### src/rtl/core/ctk_pkg.sv
// shared types, codes and character classes of the character stream tokenizer
package ctk_pkg;

  localparam int CH_W   = 8;
  localparam int KIND_W = 6;
  localparam int POS_W  = 16;
  localparam int COL_W  = 12;
  localparam int MODE_W = 3;
  localparam int MAX_TOK = 3;

  // scanner modes
  localparam logic [MODE_W-1:0] MODE_IDLE  = 3'd0;
  localparam logic [MODE_W-1:0] MODE_INT   = 3'd1;
  localparam logic [MODE_W-1:0] MODE_DOT   = 3'd2;
  localparam logic [MODE_W-1:0] MODE_FLOAT = 3'd3;
  localparam logic [MODE_W-1:0] MODE_WORD  = 3'd4;
  localparam logic [MODE_W-1:0] MODE_OP    = 3'd5;

  // token kinds
  localparam logic [KIND_W-1:0] K_END     = 6'd0;
  localparam logic [KIND_W-1:0] K_INT     = 6'd1;
  localparam logic [KIND_W-1:0] K_FLOAT   = 6'd2;
  localparam logic [KIND_W-1:0] K_WORD    = 6'd3;
  localparam logic [KIND_W-1:0] K_PLUS    = 6'd4;
  localparam logic [KIND_W-1:0] K_MINUS   = 6'd6;
  localparam logic [KIND_W-1:0] K_STAR    = 6'd8;
  localparam logic [KIND_W-1:0] K_SLASH   = 6'd10;
  localparam logic [KIND_W-1:0] K_LPAREN  = 6'd12;
  localparam logic [KIND_W-1:0] K_RPAREN  = 6'd13;
  localparam logic [KIND_W-1:0] K_SEMI    = 6'd14;
  localparam logic [KIND_W-1:0] K_ASSIGN  = 6'd15;
  localparam logic [KIND_W-1:0] K_LBRACE  = 6'd17;
  localparam logic [KIND_W-1:0] K_RBRACE  = 6'd18;
  localparam logic [KIND_W-1:0] K_NOTEQ   = 6'd19;
  localparam logic [KIND_W-1:0] K_LT      = 6'd20;
  localparam logic [KIND_W-1:0] K_GT      = 6'd22;
  localparam logic [KIND_W-1:0] K_CARET   = 6'd24;
  localparam logic [KIND_W-1:0] K_AMP     = 6'd26;
  localparam logic [KIND_W-1:0] K_PIPE    = 6'd28;
  localparam logic [KIND_W-1:0] K_TILDE   = 6'd30;
  localparam logic [KIND_W-1:0] K_ILLEGAL = 6'd32;
  localparam logic [KIND_W-1:0] K_NONE    = 6'd0;

  // characters
  localparam logic [CH_W-1:0] CH_NUL   = 8'h00;
  localparam logic [CH_W-1:0] CH_TAB   = 8'h09;
  localparam logic [CH_W-1:0] CH_NL    = 8'h0A;
  localparam logic [CH_W-1:0] CH_SPACE = 8'h20;
  localparam logic [CH_W-1:0] CH_BANG  = 8'h21;
  localparam logic [CH_W-1:0] CH_DOT   = 8'h2E;
  localparam logic [CH_W-1:0] CH_EQ    = 8'h3D;
  localparam logic [CH_W-1:0] CH_US    = 8'h5F;

  typedef struct packed {
    logic [KIND_W-1:0] token_kind;
    logic [POS_W-1:0]  start_pos;
    logic [POS_W-1:0]  token_len;
    logic [POS_W-1:0]  start_line;
    logic [COL_W-1:0]  start_col;
    logic              last;
  } tok_t;

  function automatic logic is_digit(input logic [CH_W-1:0] c);
    return (c >= 8'h30) && (c <= 8'h39);
  endfunction

  function automatic logic is_alpha(input logic [CH_W-1:0] c);
    return ((c >= 8'h61) && (c <= 8'h7A)) || ((c >= 8'h41) && (c <= 8'h5A));
  endfunction

  function automatic logic is_wordch(input logic [CH_W-1:0] c);
    return is_alpha(c) || is_digit(c) || (c == CH_US);
  endfunction

  // one-character kind of an operator that may take a trailing '='
  function automatic logic [KIND_W-1:0] op_base(input logic [CH_W-1:0] c);
    logic [KIND_W-1:0] k;
    unique case (c)
      8'h2B:   k = K_PLUS;
      8'h2D:   k = K_MINUS;
      8'h2A:   k = K_STAR;
      8'h2F:   k = K_SLASH;
      CH_EQ:   k = K_ASSIGN;
      8'h3C:   k = K_LT;
      8'h3E:   k = K_GT;
      8'h5E:   k = K_CARET;
      8'h26:   k = K_AMP;
      8'h7C:   k = K_PIPE;
      8'h7E:   k = K_TILDE;
      default: k = K_NONE;
    endcase
    return k;
  endfunction

  // kind of an operator that never takes '='
  function automatic logic [KIND_W-1:0] op_single(input logic [CH_W-1:0] c);
    logic [KIND_W-1:0] k;
    unique case (c)
      8'h28:   k = K_LPAREN;
      8'h29:   k = K_RPAREN;
      8'h3B:   k = K_SEMI;
      8'h7B:   k = K_LBRACE;
      8'h7D:   k = K_RBRACE;
      default: k = K_NONE;
    endcase
    return k;
  endfunction

endpackage

### src/rtl/core/ctk_stream_if.sv
// valid/ready channel interfaces for source bytes and tokens
interface ctk_in_if;
  logic                      valid;
  logic                      ready;
  logic [ctk_pkg::CH_W-1:0]  ch;
  logic                      end_of_input;

  modport source (output valid, ch, end_of_input, input ready);
  modport sink   (input valid, ch, end_of_input, output ready);
endinterface

interface ctk_tok_if;
  logic                        valid;
  logic                        ready;
  logic [ctk_pkg::KIND_W-1:0]  token_kind;
  logic [ctk_pkg::POS_W-1:0]   start_pos;
  logic [ctk_pkg::POS_W-1:0]   token_len;
  logic [ctk_pkg::POS_W-1:0]   start_line;
  logic [ctk_pkg::COL_W-1:0]   start_col;
  logic                        last;

  modport source (output valid, token_kind, start_pos, token_len, start_line, start_col,
                  last, input ready);
  modport sink   (input valid, token_kind, start_pos, token_len, start_line, start_col,
                  last, output ready);
endinterface

### src/rtl/core/ctk_scan.sv
// per-byte scanner step: next state and up to three tokens
module ctk_scan #(
  parameter int POS_BITS = 16,
  parameter int COL_BITS = 12
) (
  input  logic [ctk_pkg::CH_W-1:0]    ch,
  input  logic                        end_of_input,
  input  logic [ctk_pkg::MODE_W-1:0]  mode,
  input  logic [ctk_pkg::CH_W-1:0]    pend,
  input  logic [POS_BITS-1:0]         tok_start,
  input  logic [POS_BITS-1:0]         tok_line,
  input  logic [COL_BITS-1:0]         tok_col,
  input  logic [POS_BITS-1:0]         cur_pos,
  input  logic [POS_BITS-1:0]         cur_line,
  input  logic [COL_BITS-1:0]         cur_col,
  output logic [ctk_pkg::MODE_W-1:0]  mode_next,
  output logic [ctk_pkg::CH_W-1:0]    pend_next,
  output logic [POS_BITS-1:0]         tok_start_next,
  output logic [POS_BITS-1:0]         tok_line_next,
  output logic [COL_BITS-1:0]         tok_col_next,
  output logic [POS_BITS-1:0]         cur_pos_next,
  output logic [POS_BITS-1:0]         cur_line_next,
  output logic [COL_BITS-1:0]         cur_col_next,
  output ctk_pkg::tok_t [ctk_pkg::MAX_TOK-1:0] toks,
  output logic [1:0]                  tok_cnt
);

  localparam logic [POS_BITS-1:0] POS_MAX = '1;
  localparam logic [COL_BITS-1:0] COL_MAX = '1;

  function automatic ctk_pkg::tok_t mk(input logic [ctk_pkg::KIND_W-1:0] kind,
                                       input logic [POS_BITS-1:0] pos,
                                       input logic [POS_BITS-1:0] len,
                                       input logic [POS_BITS-1:0] line,
                                       input logic [COL_BITS-1:0] col);
    ctk_pkg::tok_t t;
    t.token_kind = kind;
    t.start_pos  = ctk_pkg::POS_W'(pos);
    t.token_len  = ctk_pkg::POS_W'(len);
    t.start_line = ctk_pkg::POS_W'(line);
    t.start_col  = ctk_pkg::COL_W'(col);
    t.last       = 1'b0;
    return t;
  endfunction

  logic                        eoi;
  logic                        used;
  logic                        adv;
  logic                        mark;
  logic [POS_BITS-1:0]         dpos;
  logic [COL_BITS-1:0]         dcol;
  logic [POS_BITS-1:0]         ilen;
  logic [ctk_pkg::KIND_W-1:0]  base;
  logic [ctk_pkg::KIND_W-1:0]  one_k;
  logic [ctk_pkg::KIND_W-1:0]  two_k;
  logic [ctk_pkg::KIND_W-1:0]  single_k;
  logic                        is_ws;

  assign eoi      = end_of_input || (ch == ctk_pkg::CH_NUL);
  assign base     = ctk_pkg::op_base(pend);
  assign single_k = ctk_pkg::op_single(ch);
  assign is_ws    = (ch == ctk_pkg::CH_SPACE) || (ch == ctk_pkg::CH_TAB) ||
                    (ch == ctk_pkg::CH_NL);
  assign dpos     = (cur_pos != '0) ? cur_pos - 1'b1 : '0;
  assign dcol     = (cur_col != '0) ? cur_col - 1'b1 : '0;
  assign ilen     = (dpos >= tok_start) ? dpos - tok_start : '0;
  assign one_k    = (pend == ctk_pkg::CH_BANG) ? ctk_pkg::K_ILLEGAL :
                    (base != ctk_pkg::K_NONE) ? base : ctk_pkg::K_ILLEGAL;
  assign two_k    = (pend == ctk_pkg::CH_BANG) ? ctk_pkg::K_NOTEQ :
                    (base != ctk_pkg::K_NONE) ? base + 1'b1 : ctk_pkg::K_ILLEGAL;

  always_comb begin
    mode_next = mode;
    pend_next = pend;
    used      = 1'b0;
    adv       = 1'b0;
    mark      = 1'b0;
    tok_cnt   = 2'd0;
    toks      = '0;

    unique case (mode)
      ctk_pkg::MODE_INT: begin
        if (!eoi && ctk_pkg::is_digit(ch)) begin
          adv  = 1'b1;
          used = 1'b1;
        end else if (!eoi && ch == ctk_pkg::CH_DOT) begin
          adv       = 1'b1;
          used      = 1'b1;
          mode_next = ctk_pkg::MODE_DOT;
        end else begin
          toks[tok_cnt] = mk(ctk_pkg::K_INT, tok_start, cur_pos - tok_start, tok_line,
                             tok_col);
          tok_cnt   = tok_cnt + 2'd1;
          mode_next = ctk_pkg::MODE_IDLE;
        end
      end
      ctk_pkg::MODE_DOT: begin
        if (!eoi && ctk_pkg::is_digit(ch)) begin
          adv       = 1'b1;
          used      = 1'b1;
          mode_next = ctk_pkg::MODE_FLOAT;
        end else begin
          // dangling dot: integer, then the dot as an illegal token
          toks[tok_cnt] = mk(ctk_pkg::K_INT, tok_start, ilen, tok_line, tok_col);
          tok_cnt       = tok_cnt + 2'd1;
          toks[tok_cnt] = mk(ctk_pkg::K_ILLEGAL, dpos, POS_BITS'(1), cur_line, dcol);
          tok_cnt       = tok_cnt + 2'd1;
          mode_next     = ctk_pkg::MODE_IDLE;
        end
      end
      ctk_pkg::MODE_FLOAT, ctk_pkg::MODE_WORD: begin
        if (!eoi && ((mode == ctk_pkg::MODE_FLOAT) ? ctk_pkg::is_digit(ch)
                                                   : ctk_pkg::is_wordch(ch))) begin
          adv  = 1'b1;
          used = 1'b1;
        end else begin
          toks[tok_cnt] = mk((mode == ctk_pkg::MODE_FLOAT) ? ctk_pkg::K_FLOAT
                                                            : ctk_pkg::K_WORD,
                             tok_start, cur_pos - tok_start, tok_line, tok_col);
          tok_cnt   = tok_cnt + 2'd1;
          mode_next = ctk_pkg::MODE_IDLE;
        end
      end
      ctk_pkg::MODE_OP: begin
        if (!eoi && ch == ctk_pkg::CH_EQ) begin
          toks[tok_cnt] = mk(two_k, tok_start, POS_BITS'(2), tok_line, tok_col);
          tok_cnt = tok_cnt + 2'd1;
          adv     = 1'b1;
          used    = 1'b1;
        end else begin
          toks[tok_cnt] = mk(one_k, tok_start, POS_BITS'(1), tok_line, tok_col);
          tok_cnt = tok_cnt + 2'd1;
        end
        mode_next = ctk_pkg::MODE_IDLE;
        pend_next = '0;
      end
      default: mode_next = ctk_pkg::MODE_IDLE;
    endcase

    if (!used) begin
      priority if (eoi) begin
        toks[tok_cnt] = mk(ctk_pkg::K_END, cur_pos, '0, cur_line, cur_col);
        tok_cnt   = tok_cnt + 2'd1;
        mode_next = ctk_pkg::MODE_IDLE;
      end else if (is_ws) begin
        adv = 1'b1;
      end else if (ctk_pkg::is_digit(ch)) begin
        mark      = 1'b1;
        mode_next = ctk_pkg::MODE_INT;
        adv       = 1'b1;
      end else if (ctk_pkg::is_alpha(ch) || ch == ctk_pkg::CH_US) begin
        mark      = 1'b1;
        mode_next = ctk_pkg::MODE_WORD;
        adv       = 1'b1;
      end else if (ctk_pkg::op_base(ch) != ctk_pkg::K_NONE || ch == ctk_pkg::CH_BANG) begin
        mark      = 1'b1;
        mode_next = ctk_pkg::MODE_OP;
        pend_next = ch;
        adv       = 1'b1;
      end else begin
        toks[tok_cnt] = mk((single_k != ctk_pkg::K_NONE) ? single_k : ctk_pkg::K_ILLEGAL,
                           cur_pos, POS_BITS'(1), cur_line, cur_col);
        tok_cnt = tok_cnt + 2'd1;
        adv     = 1'b1;
      end
    end

    for (int i = 0; i < ctk_pkg::MAX_TOK; i++) begin
      toks[i].last = (tok_cnt != 2'd0) && (2'(i) == tok_cnt - 2'd1);
    end
  end

  // token start is taken before the byte advances the counters
  always_comb begin
    tok_start_next = mark ? cur_pos  : tok_start;
    tok_line_next  = mark ? cur_line : tok_line;
    tok_col_next   = mark ? cur_col  : tok_col;
    cur_pos_next   = cur_pos;
    cur_line_next  = cur_line;
    cur_col_next   = cur_col;
    if (adv) begin
      if (cur_pos != POS_MAX) cur_pos_next = cur_pos + 1'b1;
      if (ch == ctk_pkg::CH_NL) begin
        if (cur_line != POS_MAX) cur_line_next = cur_line + 1'b1;
        cur_col_next = '0;
      end else if (cur_col != COL_MAX) begin
        cur_col_next = cur_col + 1'b1;
      end
    end
  end

endmodule

### src/rtl/core/char_stream_tokenizer.sv
// character stream tokenizer top level: scanner state and token output buffer
//
//   channel  modport           payload
//   src      ctk_in_if.sink    ch, end_of_input
//   tok      ctk_tok_if.source token_kind, start_pos, token_len, start_line, start_col, last
//
// one source byte per cycle while tok accepts: each transaction is scanned in the cycle it is
// taken and its zero to three tokens land in a three-entry output buffer.
// a byte that yields at most one token keeps one byte per cycle; a byte that yields more
// tokens holds src.ready low while the buffer drains, until one entry remains and it is leaving.
// synchronous reset clears the scanner to idle at line 1, column 0, position 0.
// a stall on tok holds the buffer; src is taken again once one entry at most remains
// and it is leaving.
module char_stream_tokenizer #(
  parameter int POS_BITS = 16,
  parameter int COL_BITS = 12
) (
  input  logic       clk,
  input  logic       rst,
  ctk_in_if.sink     src,
  ctk_tok_if.source  tok
);

  logic [ctk_pkg::MODE_W-1:0]  mode;
  logic [ctk_pkg::CH_W-1:0]    pend;
  logic [POS_BITS-1:0]         tok_start;
  logic [POS_BITS-1:0]         tok_line;
  logic [COL_BITS-1:0]         tok_col;
  logic [POS_BITS-1:0]         cur_pos;
  logic [POS_BITS-1:0]         cur_line;
  logic [COL_BITS-1:0]         cur_col;

  logic [ctk_pkg::MODE_W-1:0]  mode_next;
  logic [ctk_pkg::CH_W-1:0]    pend_next;
  logic [POS_BITS-1:0]         tok_start_next;
  logic [POS_BITS-1:0]         tok_line_next;
  logic [COL_BITS-1:0]         tok_col_next;
  logic [POS_BITS-1:0]         cur_pos_next;
  logic [POS_BITS-1:0]         cur_line_next;
  logic [COL_BITS-1:0]         cur_col_next;

  ctk_pkg::tok_t [ctk_pkg::MAX_TOK-1:0] new_toks;
  logic [1:0]                           new_cnt;

  ctk_pkg::tok_t [ctk_pkg::MAX_TOK-1:0] slots;
  logic [1:0]                           cnt;

  logic take;
  logic pop;

  ctk_scan #(
    .POS_BITS (POS_BITS),
    .COL_BITS (COL_BITS)
  ) u_scan (
    .ch             (src.ch),
    .end_of_input   (src.end_of_input),
    .mode           (mode),
    .pend           (pend),
    .tok_start      (tok_start),
    .tok_line       (tok_line),
    .tok_col        (tok_col),
    .cur_pos        (cur_pos),
    .cur_line       (cur_line),
    .cur_col        (cur_col),
    .mode_next      (mode_next),
    .pend_next      (pend_next),
    .tok_start_next (tok_start_next),
    .tok_line_next  (tok_line_next),
    .tok_col_next   (tok_col_next),
    .cur_pos_next   (cur_pos_next),
    .cur_line_next  (cur_line_next),
    .cur_col_next   (cur_col_next),
    .toks           (new_toks),
    .tok_cnt        (new_cnt)
  );

  assign pop       = tok.valid && tok.ready;
  assign src.ready = (cnt == 2'd0) || ((cnt == 2'd1) && tok.ready);
  assign take      = src.valid && src.ready;

  assign tok.valid      = (cnt != 2'd0);
  assign tok.token_kind = slots[0].token_kind;
  assign tok.start_pos  = slots[0].start_pos;
  assign tok.token_len  = slots[0].token_len;
  assign tok.start_line = slots[0].start_line;
  assign tok.start_col  = slots[0].start_col;
  assign tok.last       = slots[0].last;

  always_ff @(posedge clk) begin
    if (rst) begin
      mode      <= ctk_pkg::MODE_IDLE;
      pend      <= '0;
      tok_start <= '0;
      tok_line  <= POS_BITS'(1);
      tok_col   <= '0;
      cur_pos   <= '0;
      cur_line  <= POS_BITS'(1);
      cur_col   <= '0;
    end else if (take) begin
      mode      <= mode_next;
      pend      <= pend_next;
      tok_start <= tok_start_next;
      tok_line  <= tok_line_next;
      tok_col   <= tok_col_next;
      cur_pos   <= cur_pos_next;
      cur_line  <= cur_line_next;
      cur_col   <= cur_col_next;
    end
  end

  always_ff @(posedge clk) begin
    if (rst) begin
      cnt <= 2'd0;
    end else if (take) begin
      cnt <= new_cnt;
    end else if (pop) begin
      cnt <= cnt - 2'd1;
    end
  end

  // the buffer shifts toward entry zero as tokens leave
  always_ff @(posedge clk) begin
    if (take) begin
      slots <= new_toks;
    end else if (pop) begin
      slots[0] <= slots[1];
      slots[1] <= slots[2];
    end
  end

endmodule
### src/flat_wrapper.sv
// flat-port wrapper written by rule: the top's interface ports become plain ports
module char_stream_tokenizer_flat 
#(
  parameter int POS_BITS = 16,
  parameter int COL_BITS = 12
)
  (clk, rst, src_valid, src_ch, src_end_of_input, src_ready, tok_valid, tok_token_kind, tok_start_pos, tok_token_len, tok_start_line, tok_start_col, tok_last, tok_ready);
  ctk_in_if src_i ();
  ctk_tok_if tok_i ();
  input  logic clk;
  input  logic rst;
  input wire logic [$bits(src_i.valid)-1:0] src_valid;
  input wire logic [$bits(src_i.ch)-1:0] src_ch;
  input wire logic [$bits(src_i.end_of_input)-1:0] src_end_of_input;
  output wire logic [$bits(src_i.ready)-1:0] src_ready;
  output wire logic [$bits(tok_i.valid)-1:0] tok_valid;
  output wire logic [$bits(tok_i.token_kind)-1:0] tok_token_kind;
  output wire logic [$bits(tok_i.start_pos)-1:0] tok_start_pos;
  output wire logic [$bits(tok_i.token_len)-1:0] tok_token_len;
  output wire logic [$bits(tok_i.start_line)-1:0] tok_start_line;
  output wire logic [$bits(tok_i.start_col)-1:0] tok_start_col;
  output wire logic [$bits(tok_i.last)-1:0] tok_last;
  input wire logic [$bits(tok_i.ready)-1:0] tok_ready;
  assign src_i.valid = src_valid;
  assign src_i.ch = src_ch;
  assign src_i.end_of_input = src_end_of_input;
  assign src_ready = src_i.ready;
  assign tok_valid = tok_i.valid;
  assign tok_token_kind = tok_i.token_kind;
  assign tok_start_pos = tok_i.start_pos;
  assign tok_token_len = tok_i.token_len;
  assign tok_start_line = tok_i.start_line;
  assign tok_start_col = tok_i.start_col;
  assign tok_last = tok_i.last;
  assign tok_i.ready = tok_ready;
  char_stream_tokenizer #(.POS_BITS(POS_BITS), .COL_BITS(COL_BITS)) u_core (.clk(clk), .rst(rst), .src(src_i), .tok(tok_i));
endmodule
### config.mk
export PLATFORM = sky130hd
export DESIGN_NAME = char_stream_tokenizer_flat
export DESIGN_NICKNAME = d
export VERILOG_FILES = /design/src/rtl/core/ctk_pkg.sv /design/src/rtl/core/ctk_stream_if.sv /design/src/rtl/core/ctk_scan.sv /design/src/rtl/core/char_stream_tokenizer.sv /design/src/flat_wrapper.sv
export SDC_FILE = /design/constraint.sdc
export NUM_CORES = 1
export LEC_CHECK = 0
export ABC_AREA = 1
export BUFFER_PORTS_ARGS = -buffer_cell sky130_fd_sc_hd__buf_4
export CORE_ASPECT_RATIO = 1.5
export CORE_MARGIN = 1.5
export CORE_UTILIZATION = 45
export DETAILED_ROUTE_END_ITERATION = 10
export PLACE_DENSITY = 0.73
export REMOVE_ABC_BUFFERS = 1
export SLEW_MARGIN = 0
export SYNTH_ARGS = -nofsm -noshare
export SYNTH_HDL_FRONTEND = slang
export SYNTH_SLANG_ARGS = --single-unit
### constraint.sdc
create_clock -name clk -period 8.4 [get_ports clk]
set_clock_uncertainty 0.15 [all_clocks]
set_input_delay 0.84 -clock clk [delete_from_list [all_inputs] [get_ports clk]]
set_output_delay 0.84 -clock clk [all_outputs]
set_load 0.05 [all_outputs]
---- Yosys cells after proc, flatten, opt, wreduce, memory -nomap -nowiden ----
Index checks and enable logic that the tools add are counted.
word-level totals
  register bits ........................... 302
  logic and storage cells ................. 217
  output and inout port bits .............. 69
  bits of input ports ..................... 13
cells by class
  reduce and logical (&&, ||, !) cells .... 41
  add/subtract/negate cells ............... 11
  $lt $le $gt $ge ......................... 9
  mux-type cells .......................... 84
  eq/ne operators ......................... 45
operators with widths
  operator                 number
  $mux W201                5
  $mux W134                4
  $bwmux W201              2
  $pmux W67 S4             1
  $mux W67                 3
  $eq A8 B6 Y1 const B     23
  $demux W67 S2            1
  $mux W62                 2
  $pmux W5 S11             2
  $eq A8 B7 Y1 const B     9
  $mux W63                 1
  $mux W6                  10
  $mux W8                  7
  $mux W12                 3
  $add A16 B1 Y16 const B  2
  $mux W16                 2
  $ne A16 B16 Y1 const B   2
  $sub A16 B16 Y16         2
  $pmux W5 S5              1
  $mux W3                  8
  $mux W2                  11
  $mux W1                  18
  $reduce_bool A6 Y1       3
  $eq A8 B4 Y1 const B     2
  35 further kinds         66

---- Logic depth before layout (Yosys ltp) ----
  word-level depth ........................ 22
  depth in mapped cells ................... 24
  depth with buffers taken out ............ 23

---- Modules after synthesis ----
A second synthesis with hierarchy kept.
second synthesis, totals
  cell total of the unflattened synthesis .. 2639
  area total of the unflattened synthesis .. 19361.1 um^2
modules (own cells, without submodules)
  module                 seq. area each (um^2)  times used  area an instance (um^2)  cells an instance
  char_stream_tokenizer  8057.7                 1           11758.8                  1154
  ctk_scan               0.0                    1           7602.3                   1485

---- Worst setup path after synthesis ----
Ideal clock, no wire load.
  path type ............................... input to register
  start point ............................. input port tok_ready
  end point ............................... register u_core.slots[123] (netlist bit), data pin
  stages .................................. 8
  data required time ...................... 7.914 ns
  arrival ................................. 4.052 ns
  path slack .............................. 3.862 ns
  buffers on the path ..................... 3
  setup time .............................. 0.336 ns
  path through ............................ nand2_1 -> nand2_1 -> nand2_1 -> inv_1 -> buf_4 -> clkbuf_1 -> buf_1 -> a31oi_1
between the ends
  word-level cells in the longest chain between the ends .. 4
ends and longest elaborated chain
  element               RTL line                      text
  start, declared       flat_wrapper.sv:23            input wire logic [$bits(tok_i.ready)-1:0] tok_ready;
  $logic_and A1 B1 Y1   char_stream_tokenizer.sv:78   assign src.ready = (cnt == 2'd0) || ((cnt == 2'd1) && tok.ready);
  $logic_or A1 B1 Y1    char_stream_tokenizer.sv:78
  net src_ready         flat_wrapper.sv:15            output wire logic [$bits(src_i.ready)-1:0] src_ready;
  $logic_and A1 B1 Y1   char_stream_tokenizer.sv:79   assign take = src.valid && src.ready;
  net u_core.take       char_stream_tokenizer.sv:48   logic take;
  $mux W134             char_stream_tokenizer.sv:123  if (take) begin
  end signal, assigned  char_stream_tokenizer.sv:124  slots <= new_toks;
  end, declared         char_stream_tokenizer.sv:45   ctk_pkg::tok_t [ctk_pkg::MAX_TOK-1:0] slots;
The timed path passes the listed nets, and every way through them passes these cells.
A chain may end at the register's enable or synchronous reset.

---- Worst setup path in the final report ----
  start point ............................. register u_core.cur_pos[1]
  end point ............................... register u_core.slots (netlist bit u_core.tok.token_len[13]), data pin
between the ends
  word-level cells in the longest chain between the ends .. 14
  elaborated cells between the ends (all ways) .. 21
  those cells by class .................... 3 x add/sub; 1 x order compare; 16 x mux; 1 x reduce/logical
ends and longest elaborated chain
  element                                                 RTL line                      text
  start, declared                                         char_stream_tokenizer.sv:29   logic [POS_BITS-1:0] cur_pos;
  start signal, assigned                                  char_stream_tokenizer.sv:105  cur_pos <= cur_pos_next;
  $sub A16 B1 Y16 or $reduce_bool A16 Y1 (tied branches)  ctk_scan.sv:64                assign dpos = (cur_pos != '0) ? cur_pos - 1'b1 : '0;
  $mux W16                                                ctk_scan.sv:64
  $sub A16 B16 Y16 or $ge A16 B16 Y1 (tied branches)      ctk_scan.sv:66                assign ilen = (dpos >= tok_start) ? dpos - tok_start : '0;
  $mux W16                                                ctk_scan.sv:66
  $mux W134                                               ctk_scan.sv:98                if (!eoi && ctk_pkg::is_digit(ch)) begin
  $pmux W67 S4 (*)                                        ctk_scan.sv:81                unique case (mode)
  $bwmux W201                                             ctk_scan.sv:161               toks[tok_cnt] = mk((single_k != ctk_pkg::K_NONE) ? single_k : ctk_pkg::K_ILLEGAL,
  $mux W201                                               ctk_scan.sv:155               end else if (ctk_pkg::op_base(ch) != ctk_pkg::K_NONE || ch == ctk_pkg::CH_BANG) begin
  $mux W201                                               ctk_scan.sv:151               end else if (ctk_pkg::is_alpha(ch) || ch == ctk_pkg::CH_US) begin
  $mux W201                                               ctk_scan.sv:147               end else if (ctk_pkg::is_digit(ch)) begin
  $mux W201                                               ctk_scan.sv:145               end else if (is_ws) begin
  $mux W201                                               ctk_scan.sv:141               priority if (eoi) begin
  $mux W134 (*)                                           ctk_scan.sv:140               if (!used) begin
  $mux W134 (*)                                           char_stream_tokenizer.sv:123
Every way passes the cells marked *; elsewhere a longest branch is shown, timed or not.

==> impl_summary.md <==
Outcome
The run finished with clean final reports.

Floorplan
The die area is 37200 um^2. The count of pins on the block boundary is 82. In this run the horizontal extent of the chip is 158 um. The initial standard-cell utilization of the core is 45.4%. In this run the standard cell core region covers 35700 um^2. The die extent in y is 236 um. The standard-cell row count is 85.

Yosys
Summing the areas of all compound-gate instances in the mapped netlist gives 14.1% of the synthesized area. The mapped netlist covers 16200 um^2. The portion of synthesized area spent on multiplexers is 0%. After synthesis, the largest area contributor takes up 31.3% of total cell area. The mean area per synthesized cell is 7.71 um^2. The xor/xnor share of the synthesized area is 1.78%. Yosys mapped the design onto 59 distinct sky130hd cell types. In this run, synthesis produced a sequential element count of 270. Among all flip-flop cells after synthesis, the most frequent one is edfxtp_1.

The area share of and/or/nand/nor cells after synthesis is 25.7%. After synthesis, the largest family of logic cells by area is simple AND/OR/NAND/NOR gates. Summing the sequential cell areas from Yosys gives 43.7% of the chip area. Sorting the synthesized cells by area gives the leading types as edfxtp_1 31%, dfxtp_1 12%, nand2_1 8.1%.

The synthesized netlist devotes 3.41% of its cell area to adder and majority cells. After synthesis, the most frequently instantiated cells are 351 x nand2_1, 293 x nor2_1, 218 x inv_1. The share of async-settable or async-resettable flops after synthesis is 0%. The cell type with the highest aggregate area in the netlist is edfxtp_1. Yosys printed 0 warnings. The synthesized design contains 169 enable-type register cells. The most common cell in the netlist is nand2_1.

The cell count after synthesis is 2104.

Timing
Setup violations remaining at the end of the flow were counted as 0. The final-layout worst hold slack is 315 ps. Derived from the worst setup path, the maximum achievable clock frequency is 0.204 GHz. The final count of hold timing violations is 0.

The slew of the pin with the lowest slew margin is 1090 ps. The number of max-slew violations in the final report is 0. The worst path uses 58.3% of the clock period. For the final routed database, the setup TNS stands at 0 ps. The worst path setup slack after routing is 3510 ps. Setup repair after global routing left no endpoint under its margin. The worst slew slack as a fraction of its limit is 27.3%. The routed design could run at a clock period as short as 4890 ps.

Detailed routing
Detailed routing inserted a total of 14200 vias. In the detailed route, the total length drawn on met3 is 2250 um. The met1 wire length is 17700 um.

The number of routed nets with antenna violations is 0. The post-detailed-route wirelength per cell is 17.4 um. After detailed routing, the met2 layer carries 23100 um of wire.

The detailed router finished its first iteration with 1209 violations. The highest metal layer carrying signal wires in the routed design is met4. The routed design has 44500 um of wire. In the routed design, unresolved DRC markers number 0.

The per-cell via count in the routed design is 5.55. The first detailed-routing pass took 6 iterations.

Power
The completed layout was analyzed and its total power is 0.00580 W. Dividing total power by cell area gives a power density of 332 nW/um^2. The analysis attributes to cell leakage a power of 6.87 nW. The peak ir drop on the vdd network is 188 uV.

Worst setup path
The worst setup path is captured at a flop. The worst endpoint data arrival time is 5180 ps. The critical path is of the reg -> reg type. The worst setup path is launched from a flop. The required time of the critical path is 8680 ps. Of all nets on the critical path, the largest fanout is 14.

GRT
Entering global routing, the biggest net connects 93 pins. After global routing the overflow that remains totals 0. The first global-routing pass estimated 71100 um of wire. The total routing resource utilization after global routing is 24.0%. The initial antenna violation count is 0.

The number of global-route vias before repair is 13900.

CTS
The root buffer cell chosen for the clock tree is clkbuf_16. The number of buffers between clock root and the deepest sink is 3. The clock network latency to the later pin of the worst-skew pair is 580 ps.

The CTS tree is built. The clock transition at the registers of the reported paths is 60 ps. The number of hold buffers added after CTS was 0.

The number of buffers inserted during clock tree synthesis is 28. The depth of the CTS H-tree is 1. The total number of clock tree sinks is 270.

The post-CTS setup buffer count is 0. The quantity of gates resized following cts is 0.

Finish
In the final layout, the share of cells above drive strength 1 is 9.78%. The number of antenna diodes in the final layout is 0. The final net count is 2121. The area growth from synthesis to layout is 7.47%.

Placement
At the end of routability-driven placement, the weighted congestion stood at 0.914. Timing analysis after detailed placement gives a worst setup slack of 3340 ps. The HPWL after detailed placement is 30100 um.

In this run the tool buffered the top-level ports with 81 buffer cells.

Job
The tool flagged a number of max-cap violations equal to 0.

Worst hold path
In this run the worst hold path is classified as reg -> reg.
flip-flops by register name, summed over array words and instances (netlist names), 16 cells and up:
register,count
u_core.slots,102
u_core.cur_line,16
u_core.cur_pos,16
u_core.tok.start_line,16
u_core.tok.start_pos,16
u_core.tok.token_len,16
u_core.tok_line,16
u_core.tok_start,16
cells in the final DEF, fill, tap and decap left out, drive strengths merged, types with 6 or more instances in the layout:
cell type    n
clkinv      16
buf         87
nor2       311
inv        233
a21oi      136
nand2      364
xnor2        6
o22ai        7
o21ai      237
edfxtp     169
nor4         7
nand4       27
nand3b      13
dfxtp      101
clkbuf      37
or2          7
xor2        27
o211ai       6
nand3       99
nor3       105
ha          41
a31oi       21
power breakdown:
part           switching [W]  internal (W)  total [W]
logic                0.00182      0.000676    0.00249
clock network       0.000535      0.000672    0.00121
registers           0.000135       0.00196    0.00209
critical path: stages, from the launching register on:
cell	delay [ps]
dfxtp_1	420
inv_1	170
ha_1	200
nand2_1	140
nor2_2	180
nand2_1	90
nor3_1	260
inv_1	130
nor2_1	650
nor2_1	90
ha_1	390
nand2_1	90
o21ai_0	350
inv_1	90
o21ai_0	460
nand3_1	160
nand4_2	320
nand2_1	160
nor2_1	130
nor2_1	60
nor2_2	70
final timing paths:
kind | startpoint | endpoint | slack (ps) | cells after the start
worst min-delay path | u_core.pend[6] | u_core.pend[6] | 310 | 2
worst max-delay path | u_core.cur_pos[1] | u_core.tok.token_len[13] | 3510 | 20
worst max register to register | u_core.cur_pos[1] | u_core.tok.token_len[13] | 3510 | 20
worst min register to register | u_core.pend[6] | u_core.pend[6] | 310 | 2
routing by layer:
| metal | up-vias | global-route usage (%) |
|---|---|---|
| met4 | 0 | 9.23 |
| met3 | 104 | 2.36 |
| met1 | 6746 | 28.4 |
| met5 | - | 0 |
| met2 | 487 | 43.9 |
| li1 | 6897 | - |
area by class of cell:
cell class	instances	area [um^2]
Clock buffer	37	764
Clock inverter	14	115
Fill cell	3542	18300
Inverter	238	906
Multi-Input combinational cell	1440	7310
Sequential cell	270	7100
Tap cell	478	598
Timing Repair Buffer	87	653
cells by family (layout without fill, tap and decap cells):
kind of cell | count (synthesis) | count (layout)
AOI/OAI and AO/OA | 427 | 427
xor gates and xnor gates | 33 | 33
adders and majority gates | 43 | 43
buffers and inverters | 394 | 376
DFF | 270 | 270
and+or+nand+nor | 937 | 937
metrics by stage:
stage,util (%),instances,cell area (um^2)
after floorplan,-,1948,15300
after global placement,46.4,2513,16600
after detailed placement,46.4,2513,16600
after CTS,48.8,2564,17400
after global routing,48.8,2564,17400
final,48.8,2564,17400
(Power assumes the default switching activity.)
